### src/rtl/cpeq_pkg.sv
// shared types and constants for the card presence event qualifier
package cpeq_pkg;

  localparam int unsigned TIME_BITS = 32;
  localparam int unsigned UID_LO_BITS = 64;
  localparam int unsigned UID_HI_BITS = 16;
  localparam int unsigned ADDR_BITS = 5;

  localparam logic [TIME_BITS-1:0] SETTLE_MS = TIME_BITS'(40);
  localparam logic [TIME_BITS-1:0] ENABLE_READ_RESET_MS = TIME_BITS'(60);
  localparam logic [TIME_BITS-1:0] ENABLE_SUPPRESS_DEFAULT = TIME_BITS'(2500);
  localparam logic [3:0] UID_MAX_LEN = 4'd10;
  localparam logic [7:0] COUNT_MAX = 8'hFF;

  localparam logic [15:0] RST_REMOVE_TIME = 16'd500;
  localparam logic [7:0] RST_REINIT_MISSES = 8'd8;
  localparam logic [15:0] RST_READ_CONFIRM_MS = 16'd90;
  localparam logic [7:0] RST_READ_CONFIRM_CNT = 8'd2;
  localparam logic [15:0] RST_REMOVE_GRACE = 16'd180;
  localparam logic [15:0] RST_REFRACTORY = 16'd250;
  localparam logic [15:0] RST_ENABLE_SUPPRESS = 16'd180;
  localparam logic [15:0] RST_BOOT_WARMUP = 16'd2500;

  typedef enum logic [1:0] {
    CMD_POLL    = 2'd0,
    CMD_ENABLE  = 2'd1,
    CMD_DISABLE = 2'd2
  } cmd_e;

  typedef enum logic [1:0] {
    EV_NONE   = 2'd0,
    EV_READ   = 2'd1,
    EV_REMOVE = 2'd2
  } event_e;

  typedef enum logic [2:0] {
    REG_REMOVE_TIME     = 3'd0,
    REG_REINIT_MISSES   = 3'd1,
    REG_READ_CONFIRM_MS = 3'd2,
    REG_READ_CONFIRM_CNT = 3'd3,
    REG_REMOVE_GRACE    = 3'd4,
    REG_REFRACTORY      = 3'd5,
    REG_ENABLE_SUPPRESS = 3'd6,
    REG_BOOT_WARMUP     = 3'd7
  } reg_idx_e;

endpackage

### src/rtl/card_presence_event_qualifier_core.sv
// card presence event qualifier: poll/command input, event result, apb config
//
// input channel (in_valid_i/in_ready_o): one transaction per poll result or
//   enable/disable command; cmd_i selects which, the other fields carry time
//   and the card answer with its uid
// output channel (out_valid_o/out_ready_i): exactly one result transaction
//   per input transaction, in order: event kind, uid of a read event,
//   reinit request and the published card flag after the item
// datapath: input register, then one pass of compare/add logic that updates
//   the qualifier state and loads the result register
// result path: the item is caught in the input register when accepted and its result
//   is loaded into the result register when the item advances
// throughput: one transaction per cycle; the input register and the result
//   register form a two-entry pipe, so a new item is taken while a result
//   waits, and only a full pipe with a stalled receiver drops in_ready_o
// stall: when out_ready_i is low the result holds, the input register holds
//   its item and in_ready_o falls in the same cycle once both registers are full
// reset: rst_ni low clears the pipe, restores the register defaults and the
//   qualifier state (reader enabled, no card, removal suppressed until 2500)
// config: apb registers at 4*i; the user must write them only while the block is
//   idle, the block itself does not enforce this; pready is always high
module card_presence_event_qualifier_core
  import cpeq_pkg::*;
(
  input  logic                   clk_i,
  input  logic                   rst_ni,
  input  logic                   in_valid_i,
  output logic                   in_ready_o,
  input  logic [1:0]             cmd_i,
  input  logic [TIME_BITS-1:0]   now_ms_i,
  input  logic                   card_answered_i,
  input  logic                   uid_read_ok_i,
  input  logic [UID_LO_BITS-1:0] uid_low_i,
  input  logic [UID_HI_BITS-1:0] uid_high_i,
  input  logic [3:0]             uid_length_i,
  output logic                   out_valid_o,
  input  logic                   out_ready_i,
  output logic [1:0]             event_res_o,
  output logic [UID_LO_BITS-1:0] event_uid_low_o,
  output logic [UID_HI_BITS-1:0] event_uid_high_o,
  output logic                   reinit_request_o,
  output logic                   card_published_o,
  input  logic                   psel,
  input  logic                   penable,
  input  logic                   pwrite,
  input  logic [ADDR_BITS-1:0]   paddr,
  input  logic [31:0]            pwdata,
  output logic [31:0]            prdata,
  output logic                   pready
);

  // ---------------------------------------------------------------------
  // configuration registers
  // ---------------------------------------------------------------------
  logic [15:0] remove_time_q, read_confirm_ms_q, remove_grace_q;
  logic [15:0] refractory_q, enable_suppress_q, boot_warmup_q;
  logic [7:0]  reinit_misses_q, read_confirm_cnt_q;
  logic        cfg_wr;
  reg_idx_e    cfg_idx;

  assign pready = 1'b1;
  assign cfg_wr = psel & penable & pwrite;
  assign cfg_idx = reg_idx_e'(paddr[ADDR_BITS-1:2]);

  always_ff @(posedge clk_i or negedge rst_ni) begin
    if (!rst_ni) begin
      remove_time_q      <= RST_REMOVE_TIME;
      reinit_misses_q    <= RST_REINIT_MISSES;
      read_confirm_ms_q  <= RST_READ_CONFIRM_MS;
      read_confirm_cnt_q <= RST_READ_CONFIRM_CNT;
      remove_grace_q     <= RST_REMOVE_GRACE;
      refractory_q       <= RST_REFRACTORY;
      enable_suppress_q  <= RST_ENABLE_SUPPRESS;
      boot_warmup_q      <= RST_BOOT_WARMUP;
    end else if (cfg_wr) begin
      unique case (cfg_idx)
        REG_REMOVE_TIME:      remove_time_q      <= pwdata[15:0];
        REG_REINIT_MISSES:    reinit_misses_q    <= pwdata[7:0];
        REG_READ_CONFIRM_MS:  read_confirm_ms_q  <= pwdata[15:0];
        REG_READ_CONFIRM_CNT: read_confirm_cnt_q <= pwdata[7:0];
        REG_REMOVE_GRACE:     remove_grace_q     <= pwdata[15:0];
        REG_REFRACTORY:       refractory_q       <= pwdata[15:0];
        REG_ENABLE_SUPPRESS:  enable_suppress_q  <= pwdata[15:0];
        REG_BOOT_WARMUP:      boot_warmup_q      <= pwdata[15:0];
        default: ;
      endcase
    end
  end

  always_comb begin
    unique case (cfg_idx)
      REG_REMOVE_TIME:      prdata = {16'd0, remove_time_q};
      REG_REINIT_MISSES:    prdata = {24'd0, reinit_misses_q};
      REG_READ_CONFIRM_MS:  prdata = {16'd0, read_confirm_ms_q};
      REG_READ_CONFIRM_CNT: prdata = {24'd0, read_confirm_cnt_q};
      REG_REMOVE_GRACE:     prdata = {16'd0, remove_grace_q};
      REG_REFRACTORY:       prdata = {16'd0, refractory_q};
      REG_ENABLE_SUPPRESS:  prdata = {16'd0, enable_suppress_q};
      REG_BOOT_WARMUP:      prdata = {16'd0, boot_warmup_q};
      default:              prdata = '0;
    endcase
  end

  // ---------------------------------------------------------------------
  // pipe control: input register stage feeding the result register
  // ---------------------------------------------------------------------
  logic s1_valid_q, out_valid_q, advance;

  assign advance    = s1_valid_q & (~out_valid_q | out_ready_i);
  assign in_ready_o = ~s1_valid_q | advance;
  assign out_valid_o = out_valid_q;

  always_ff @(posedge clk_i or negedge rst_ni) begin
    if (!rst_ni) begin
      s1_valid_q  <= 1'b0;
      out_valid_q <= 1'b0;
    end else begin
      if (in_ready_o) s1_valid_q <= in_valid_i;
      if (advance) out_valid_q <= 1'b1;
      else if (out_ready_i) out_valid_q <= 1'b0;
    end
  end

  // input register payload
  logic [1:0]             cmd_q;
  logic [TIME_BITS-1:0]   now_q;
  logic                   answered_q, read_ok_q;
  logic [UID_LO_BITS-1:0] uid_lo_q;
  logic [UID_HI_BITS-1:0] uid_hi_q;
  logic [3:0]             uid_len_q;

  always_ff @(posedge clk_i) begin
    if (in_valid_i && in_ready_o) begin
      cmd_q      <= cmd_i;
      now_q      <= now_ms_i;
      answered_q <= card_answered_i;
      read_ok_q  <= uid_read_ok_i;
      uid_lo_q   <= uid_low_i;
      uid_hi_q   <= uid_high_i;
      uid_len_q  <= uid_length_i;
    end
  end

  // ---------------------------------------------------------------------
  // qualifier state
  // ---------------------------------------------------------------------
  logic                   enabled_q, enabled_d;
  logic [TIME_BITS-1:0]   last_enable_q, last_enable_d;
  logic [TIME_BITS-1:0]   dis_start_q, dis_start_d;
  logic                   card_present_q, card_present_d;
  logic                   published_q, published_d;
  logic                   rm_pend_q, rm_pend_d;
  logic [TIME_BITS-1:0]   rm_start_q, rm_start_d;
  logic [7:0]             fail_cnt_q, fail_cnt_d;
  logic                   pend_valid_q, pend_valid_d;
  logic [UID_LO_BITS-1:0] pend_lo_q, pend_lo_d;
  logic [UID_HI_BITS-1:0] pend_hi_q, pend_hi_d;
  logic [3:0]             pend_len_q, pend_len_d;
  logic [7:0]             pend_cnt_q, pend_cnt_d;
  logic [TIME_BITS-1:0]   pend_start_q, pend_start_d;
  logic [TIME_BITS-1:0]   last_seen_q, last_seen_d;
  logic [TIME_BITS-1:0]   last_ev_time_q, last_ev_time_d;
  event_e                 last_ev_kind_q, last_ev_kind_d;
  logic [TIME_BITS-1:0]   sup_until_q, sup_until_d;

  // result values of the item in the input register
  event_e                 ev_d;
  logic [UID_LO_BITS-1:0] ev_lo_d;
  logic [UID_HI_BITS-1:0] ev_hi_d;
  logic                   reinit_d;

  // working signals of the single pass
  logic [3:0]             len;
  logic [UID_LO_BITS-1:0] lo_mask, lo;
  logic [UID_HI_BITS-1:0] hi_mask, hi;
  logic [TIME_BITS-1:0]   shift, warm_ext;
  logic [7:0]             fail_inc;
  logic                   seen, have_uid, fail_now, expired;
  logic                   rd_ok_time, rm_ok_time, rd_allowed, rm_allowed;

  always_comb begin
    enabled_d      = enabled_q;
    last_enable_d  = last_enable_q;
    dis_start_d    = dis_start_q;
    card_present_d = card_present_q;
    published_d    = published_q;
    rm_pend_d      = rm_pend_q;
    rm_start_d     = rm_start_q;
    fail_cnt_d     = fail_cnt_q;
    pend_valid_d   = pend_valid_q;
    pend_lo_d      = pend_lo_q;
    pend_hi_d      = pend_hi_q;
    pend_len_d     = pend_len_q;
    pend_cnt_d     = pend_cnt_q;
    pend_start_d   = pend_start_q;
    last_seen_d    = last_seen_q;
    last_ev_time_d = last_ev_time_q;
    last_ev_kind_d = last_ev_kind_q;
    sup_until_d    = sup_until_q;
    ev_d     = EV_NONE;
    ev_lo_d  = '0;
    ev_hi_d  = '0;
    reinit_d = 1'b0;

    // uid length saturates, bytes beyond it are dropped
    len = (uid_len_q > UID_MAX_LEN) ? UID_MAX_LEN : uid_len_q;
    for (int i = 0; i < 8; i++) begin
      lo_mask[i*8 +: 8] = (4'(i) < len) ? 8'hFF : 8'h00;
    end
    hi_mask[7:0]  = (len >= 4'd9) ? 8'hFF : 8'h00;
    hi_mask[15:8] = (len == UID_MAX_LEN) ? 8'hFF : 8'h00;
    lo = uid_lo_q & lo_mask;
    hi = uid_hi_q & hi_mask;

    shift    = now_q - dis_start_q;
    warm_ext = {{(TIME_BITS-16){1'b0}}, boot_warmup_q};
    // an answering card clears the count before a failed uid read counts
    fail_inc = (answered_q ? 8'd0 : fail_cnt_q) + 8'd1;
    seen     = 1'b0;
    have_uid = 1'b0;
    fail_now = 1'b0;

    rd_ok_time = (now_q - pend_start_q) >= {{(TIME_BITS-16){1'b0}}, read_confirm_ms_q};
    rm_ok_time = (now_q - rm_start_q) >= {{(TIME_BITS-16){1'b0}}, remove_grace_q};
    rd_allowed = !(last_ev_kind_q == EV_REMOVE &&
                   (now_q - last_ev_time_q) < {{(TIME_BITS-16){1'b0}}, refractory_q});
    rm_allowed = !(last_ev_kind_q == EV_READ &&
                   (now_q - last_ev_time_q) < {{(TIME_BITS-16){1'b0}}, refractory_q});
    expired = (remove_time_q == 16'd0) ||
              (last_seen_q != '0 &&
               (now_q - last_seen_q) >= {{(TIME_BITS-16){1'b0}}, remove_time_q});

    if (cmd_q == CMD_ENABLE || cmd_q == CMD_DISABLE) begin
      if ((cmd_q == CMD_ENABLE) != enabled_q) begin
        enabled_d     = (cmd_q == CMD_ENABLE);
        last_enable_d = now_q;
        if (cmd_q == CMD_ENABLE) begin
          // kept timestamps move forward by the disabled span
          if (dis_start_q != '0) begin
            if (shift != '0) begin
              if (last_seen_q != '0)    last_seen_d    = last_seen_q + shift;
              if (rm_start_q != '0)     rm_start_d     = rm_start_q + shift;
              if (last_ev_time_q != '0) last_ev_time_d = last_ev_time_q + shift;
            end
            dis_start_d = '0;
          end
          pend_valid_d = 1'b0;
          pend_lo_d    = '0;
          pend_hi_d    = '0;
          pend_len_d   = '0;
          pend_cnt_d   = '0;
          pend_start_d = '0;
          sup_until_d  = now_q + {{(TIME_BITS-16){1'b0}}, enable_suppress_q};
        end else begin
          dis_start_d = now_q;
        end
      end
    end else if (cmd_q == CMD_POLL && enabled_q && (now_q - last_enable_q) >= SETTLE_MS) begin
      if (!answered_q) begin
        fail_now = 1'b1;
      end else begin
        seen           = 1'b1;
        card_present_d = 1'b1;
        fail_cnt_d     = '0;
        last_seen_d    = now_q;
        if (read_ok_q) have_uid = (len != 4'd0);
        else fail_now = 1'b1;
      end

      // failure count reaching the limit drops pending read and removal
      if (fail_now) begin
        fail_cnt_d = fail_inc;
        if (fail_inc >= reinit_misses_q) begin
          reinit_d     = 1'b1;
          fail_cnt_d   = '0;
          pend_valid_d = 1'b0;
          pend_lo_d    = '0;
          pend_hi_d    = '0;
          pend_len_d   = '0;
          pend_cnt_d   = '0;
          pend_start_d = '0;
          rm_pend_d    = 1'b0;
          rm_start_d   = '0;
        end
      end

      if (have_uid) begin
        rm_pend_d  = 1'b0;
        rm_start_d = '0;
        priority if (last_enable_q != '0 && (now_q - last_enable_q) < ENABLE_READ_RESET_MS) begin
          // fresh after enable: restart confirmation
          pend_valid_d = 1'b1;
          pend_lo_d    = lo;
          pend_hi_d    = hi;
          pend_len_d   = len;
          pend_cnt_d   = 8'd1;
          pend_start_d = now_q;
        end else if (now_q < warm_ext) begin
          // warmup: prime the count so the next matching read meets the confirm count
          pend_valid_d = 1'b1;
          pend_lo_d    = lo;
          pend_hi_d    = hi;
          pend_len_d   = len;
          pend_cnt_d   = read_confirm_cnt_q;
          pend_start_d = now_q;
        end else if (published_q) begin
          pend_valid_d = 1'b0;
          pend_lo_d    = '0;
          pend_hi_d    = '0;
          pend_len_d   = '0;
          pend_cnt_d   = '0;
          pend_start_d = '0;
        end else if (!pend_valid_q || pend_len_q != len || pend_lo_q != lo ||
                     pend_hi_q != hi) begin
          pend_valid_d = 1'b1;
          pend_lo_d    = lo;
          pend_hi_d    = hi;
          pend_len_d   = len;
          pend_cnt_d   = 8'd1;
          pend_start_d = now_q;
        end else begin
          pend_cnt_d = (pend_cnt_q < COUNT_MAX) ? pend_cnt_q + 8'd1 : pend_cnt_q;
          if (pend_cnt_d >= read_confirm_cnt_q && rd_ok_time && rd_allowed) begin
            published_d    = 1'b1;
            pend_valid_d   = 1'b0;
            pend_lo_d      = '0;
            pend_hi_d      = '0;
            pend_len_d     = '0;
            pend_cnt_d     = '0;
            pend_start_d   = '0;
            last_ev_kind_d = EV_READ;
            last_ev_time_d = now_q;
            ev_d           = EV_READ;
            ev_lo_d        = lo;
            ev_hi_d        = hi;
          end
        end
      end else begin
        pend_valid_d = 1'b0;
        pend_lo_d    = '0;
        pend_hi_d    = '0;
        pend_len_d   = '0;
        pend_cnt_d   = '0;
        pend_start_d = '0;
        if (!seen && card_present_q && !(now_q < warm_ext) && !(now_q < sup_until_q) &&
            published_q && expired) begin
          // removal first goes pending, then needs the grace time
          if (!rm_pend_d) begin
            rm_pend_d  = 1'b1;
            rm_start_d = now_q;
          end else if (rm_ok_time && rm_allowed) begin
            card_present_d = 1'b0;
            published_d    = 1'b0;
            rm_pend_d      = 1'b0;
            rm_start_d     = '0;
            last_ev_kind_d = EV_REMOVE;
            last_ev_time_d = now_q;
            ev_d           = EV_REMOVE;
          end
        end
      end
    end
  end

  always_ff @(posedge clk_i or negedge rst_ni) begin
    if (!rst_ni) begin
      enabled_q      <= 1'b1;
      last_enable_q  <= '0;
      dis_start_q    <= '0;
      card_present_q <= 1'b0;
      published_q    <= 1'b0;
      rm_pend_q      <= 1'b0;
      rm_start_q     <= '0;
      fail_cnt_q     <= '0;
      pend_valid_q   <= 1'b0;
      pend_lo_q      <= '0;
      pend_hi_q      <= '0;
      pend_len_q     <= '0;
      pend_cnt_q     <= '0;
      pend_start_q   <= '0;
      last_seen_q    <= '0;
      last_ev_time_q <= '0;
      last_ev_kind_q <= EV_NONE;
      sup_until_q    <= ENABLE_SUPPRESS_DEFAULT;
    end else if (advance) begin
      enabled_q      <= enabled_d;
      last_enable_q  <= last_enable_d;
      dis_start_q    <= dis_start_d;
      card_present_q <= card_present_d;
      published_q    <= published_d;
      rm_pend_q      <= rm_pend_d;
      rm_start_q     <= rm_start_d;
      fail_cnt_q     <= fail_cnt_d;
      pend_valid_q   <= pend_valid_d;
      pend_lo_q      <= pend_lo_d;
      pend_hi_q      <= pend_hi_d;
      pend_len_q     <= pend_len_d;
      pend_cnt_q     <= pend_cnt_d;
      pend_start_q   <= pend_start_d;
      last_seen_q    <= last_seen_d;
      last_ev_time_q <= last_ev_time_d;
      last_ev_kind_q <= last_ev_kind_d;
      sup_until_q    <= sup_until_d;
    end
  end

  // result register
  always_ff @(posedge clk_i) begin
    if (advance) begin
      event_res_o      <= ev_d;
      event_uid_low_o  <= ev_lo_d;
      event_uid_high_o <= ev_hi_d;
      reinit_request_o <= reinit_d;
      card_published_o <= published_d;
    end
  end

  // ---------------------------------------------------------------------
  // assertions
  // ---------------------------------------------------------------------
  a_read_publishes: assert property (@(posedge clk_i) disable iff (!rst_ni)
    out_valid_q && event_res_o == EV_READ |-> card_published_o)
    else $error("read event without published card");

  a_remove_unpublishes: assert property (@(posedge clk_i) disable iff (!rst_ni)
    out_valid_q && event_res_o == EV_REMOVE |-> !card_published_o)
    else $error("remove event with card still published");

  a_reinit_no_event: assert property (@(posedge clk_i) disable iff (!rst_ni)
    out_valid_q && reinit_request_o |-> event_res_o == EV_NONE)
    else $error("reinit request together with an event");

  a_stage_holds: assert property (@(posedge clk_i) disable iff (!rst_ni)
    s1_valid_q && !advance |=> s1_valid_q && $stable(now_q))
    else $error("input stage lost its item while stalled");

  a_state_frozen: assert property (@(posedge clk_i) disable iff (!rst_ni)
    !advance |=> $stable(published_q) && $stable(fail_cnt_q))
    else $error("qualifier state changed without an item");

endmodule

### config.mk
export PLATFORM = sky130hd
export DESIGN_NAME = card_presence_event_qualifier_core
export DESIGN_NICKNAME = d
export VERILOG_FILES = /design/src/rtl/cpeq_pkg.sv /design/src/rtl/card_presence_event_qualifier_core.sv
export SDC_FILE = /design/constraint.sdc
export NUM_CORES = 2
export LEC_CHECK = 0
export ABC_AREA = 1
export BUFFER_PORTS_ARGS = -buffer_cell sky130_fd_sc_hd__buf_2
export CAP_MARGIN = 20
export CORE_MARGIN = 10
export CORE_UTILIZATION = 25
export DETAILED_ROUTE_END_ITERATION = 6
export PLACE_DENSITY_LB_ADDON = 0.15
export SLEW_MARGIN = 20
export SYNTH_ARGS = -nofsm -noshare
export SYNTH_HDL_FRONTEND = slang
export SYNTH_SLANG_ARGS = --single-unit
### constraint.sdc
create_clock -name clk_i -period 4 [get_ports clk_i]
set_input_delay 0 -clock clk_i [delete_from_list [all_inputs] [get_ports clk_i]]
set_output_delay 0 -clock clk_i [all_outputs]
set_load 0.005 [all_outputs]
==> impl_results.md <==
* Wirelength per Cell at 20.93 um
* Top-Level Pins at 283
* Num rows at 168
* Clk_skew at 0.09308 ns
* Total wire length at 258.7 mm
* Register area share after synthesis at 0.3302
* Area Growth Syn to Fin at 44.13%
* Worst-case reg-to-reg path depth at 30
* Post-route antenna net violation count at 0
* Worst reg2reg path endpoint: rm_start_q[27]$_DFFE_PN0P_
* Die Area at 228400 sq um
* Largest net degree at the start of global routing at 93
* Setup violators final at 303
* Skew-Pair Late Insertion Delay at 0.77 ns
* Total CTS buffers at 88
* Final hold slack at -0.01128 ns
* Slew Limit Fails at 0
* DR DRC count at 0
* EDFF count, synth at 204
* CTS tree: yes
* Number of nets in the layout at 10070
* Critical path fanouts, max at 7
* Synth warn at 0
* First-pass GRT wire length at 373.3 mm
* Worst Path Arrival at 4.90 ns
* Congestion Overflow GR at 0
* CP startpoint: now_q[6]$_DFFE_PP_
* Mapped Avg Cell Area at 6.759 sq um
* Clock tree buffer depth at 3
* Fmax at 231.3 MHz
* Failing checks: hold timing, setup timing
* Htree depth at 3
* Worst path buffer plus inverter count at 7
* Number of DRC markers in iteration 0 at 4134
* Initial Utilization at 0.2506
* Delay-heaviest family, CP: simple AND/OR/NAND/NOR gates
* Final WS setup at -0.3230 ns
* Worst EP required at 4.57 ns
* Cells after DPL at 11840
* Tmin final at 4.323 ns
* CP Class: register to register
* Post-detail-place hpwl at 206.8 mm
* Most frequent CP cell: nand2_2
* Max stage delay on crit path at 0.42 ns
* CP Depth at 30
* Worst IR Drop VDD at 0.4393 mV
* Antenna violations before repair at 13
* CTS clk-pin slew, worst paths at 0.06 ns
* Die Width at 477.9 um
* Worst hold path class: input pin to asynchronous set/reset pin
* Number of global-route vias before repair at 55270
* Port buffer count at 247
* Post-Synthesis Cells at 7756
* Final hold violations at 2
* CP endpoint: rm_start_q[27]$_DFFE_PN0P_
* All-Layer GR Usage at 0.2148
* Slowest cell on the critical path: edfxtp_1
* Routability cong. at 0.9382
* Layout cells sized above 1 at 0.2329
* Total power at 0.06209 W
* Worst slew pin tran at 0.9854 ns
* DR pass1 iterations at 6
* Total number of vias at 57810
* Post-synthesis register bit count at 649
* DR vias/cell at 4.677
* Post-Syn Area at 52420 sq um
* Core Footprint at 209200 sq um
* Die Y at 477.9 um
* Power density cells at 821.8 nW/um^2
* Root Driver: clkbuf_16
* LEAKAGE at 37.88 nW
* Ys flop type: dfrtp_1
* Reg-to-reg slack, setup at -0.32 ns
* Non-filler instance count after layout at 12360
* Worst Setup Start Kind: register
* RSZ-0062 raised after global routing: yes
* Post-synth cell types at 59
* Max_cap viols at 0
* Final Cycle Share at 1.081
* Post-synth ARST share at 0.6857
* Crit path capture type: register
* Slew headroom at 0.3413
* Worst reg2reg path startpoint: now_q[6]$_DFFE_PP_
* Outcome: finished, violations left
* # clock sinks at 649
==> how the worst min path moves through the flow <==
stage | from | end | slack [ns]
CTS | now_ms_i[5] | now_q[5]$_DFFE_PP_ | 0.003
floorplan | rst_ni | boot_warmup_q[0]$_DFFE_PN0P_ | -0.30
detailed placement | rst_ni | last_enable_q[24]$_DFFE_PN0P_ | 0.05
finish | rst_ni | last_enable_q[26]$_DFFE_PN0P_ | -0.01
global route | now_ms_i[5] | now_q[5]$_DFFE_PP_ | 0.03
global placement | rst_ni | last_enable_q[24]$_DFFE_PN0P_ | 0.05
==> worst register-to-register path: cells and delay by family (launching register included) <==
| family | cells | cell delay, ns |
|---|---|---|
| flip-flops | 1 | 0.42 |
| AO/OA/AOI/OAI | 4 | 0.48 |
| AND/OR/NAND/NOR | 16 | 1.61 |
| buffers and inverters | 7 | 0.89 |
| XOR/XNOR | 1 | 0.21 |
| adder cells (fa/ha/maj) | 2 | 0.53 |
==> kinds of logic after synthesis <==
group | share of synthesized area
AO/OA/AOI/OAI | 0.1261
XOR/XNOR | 0.02957
adder cells (fa/ha/maj) | 0.1053
buffers and inverters | 0.1059
flip-flops | 0.3302
other | 0.0001433
AND/OR/NAND/NOR | 0.3028
==> synth_stat cells, types with 12 or more instances <==
cell type  instances  share of area
nand3b_1          43         0.0062
dfrtp_1          408           0.19
o211ai_1          18         0.0026
nand3_1          355          0.034
xor2_1           134          0.022
o21a_1            20         0.0029
a31oi_1           25         0.0030
buf_4             23         0.0033
nand4_1          156          0.019
o22ai_1           66         0.0079
o21ai_1           41         0.0039
a221oi_1          19         0.0032
a21oi_1          444          0.042
buf_2             47         0.0045
dfstp_2           37          0.019
nor2_1           681          0.049
nor4_1            47         0.0056
ha_1             425           0.10
edfxtp_1         204           0.12
clkbuf_1          80         0.0057
o21bai_1          26         0.0037
a21o_1            12         0.0017
nand2_1         2395           0.17
nor3_1            97         0.0093
xnor2_1           43         0.0072
inv_1           1257          0.090
or2_2             23         0.0027
o21ai_0          516          0.049
==> sequential cells by signal, summed over array words and instances, names as in the netlist, 8 cells and up <==
name and flops:
pend_start_q 32, read_confirm_ms_q 16, last_enable_q 32, fail_cnt_q 8, remove_time_q 16, rm_start_q 32
event_uid_low_o 64, uid_hi_q 16, refractory_q 16, uid_lo_q 64, remove_grace_q 16, read_confirm_cnt_q 8
last_ev_time_q 32, last_seen_q 32, enable_suppress_q 16, boot_warmup_q 16, dis_start_q 32, pend_cnt_q 8
event_uid_high_o 16, pend_hi_q 16, pend_lo_q 64, sup_until_q 32, now_q 32, reinit_misses_q 8
==> placed cells by master, fill, tap and decap left out, types with 156 or more instances in the layout <==
| master | netlist | layout |
|---|---|---|
| nor2_1 | 681 | 633 |
| dfrtp_1 | 408 | 408 |
| o21ai_0 | 516 | 458 |
| nand2_1 | 2395 | 2268 |
| inv_1 | 1257 | 1232 |
| edfxtp_1 | 204 | 204 |
| a21oi_1 | 444 | 391 |
| dlygate4sd3_1 | 0 | 250 |
| buf_4 | 23 | 1138 |
| nand3_1 | 355 | 308 |
| nand4_1 | 156 | 156 |
| buf_2 | 47 | 247 |
| ha_1 | 425 | 353 |
==> metal layers <==
layer / track usage / routed length [um] / part of all wire / up-vias
met4: 0.07492 / 10520 / 0.041 / 4
li1: - / - / - / 28560
met1: 0.2916 / 118900 / 0.46 / 27560
met5: 0 / 31 / 0.00012 / -
met2: 0.3542 / 118200 / 0.46 / 1405
met3: 0.02129 / 11030 / 0.043 / 280
==> stage by stage <==
stage               cell area [sq um]  hold WS (ns)  TNS [ns]    util  setup slack, ns
floorplan                       52480       -0.2956         0       -           0.1332
global placement                66040       0.04839   -164.02  0.3158          -0.9875
detailed placement              66040       0.04750   -143.76  0.3158          -0.9720
CTS                             73990      0.003164    -57.23  0.3538          -0.3120
global route                    75550       0.03389   -105.32  0.3612          -0.5061
finish                          75560      -0.01128    -39.97  0.3613          -0.3230
==> what timing repair did <==
item                       in CTS  in global routing
gates cloned                   10                 12
pin swaps                      90                104
setup endpoints to repair     310                324
hold buffers                  251                  0
hold endpoints to repair      552                  0
buffers inserted               48                 31
gates resized for setup       398                273
==> final cells by class <==
cell class                      instances  area, sq um
Inverter                             1267         4791
Tap cell                             2805         3510
Sequential cell                       649        17310
Multi-Input combinational cell       5696        32210
Clock buffer                          123         2505
Timing Repair inverter                  1        11.26
Clock inverter                         43        565.5
Antenna cell                            6        15.01
Fill cell                           22240       133600
Timing Repair Buffer                 1769        14640
==> power by group <==
group | leakage, nW | switching, W | internal (W)
registers | 7.58 | 0.00120 | 0.00851
logic | 28.8 | 0.0247 | 0.0193
clock network | 1.50 | 0.00353 | 0.00489
total | 37.9 | 0.0294 | 0.0327
Power figures use the tool's default switching activity.
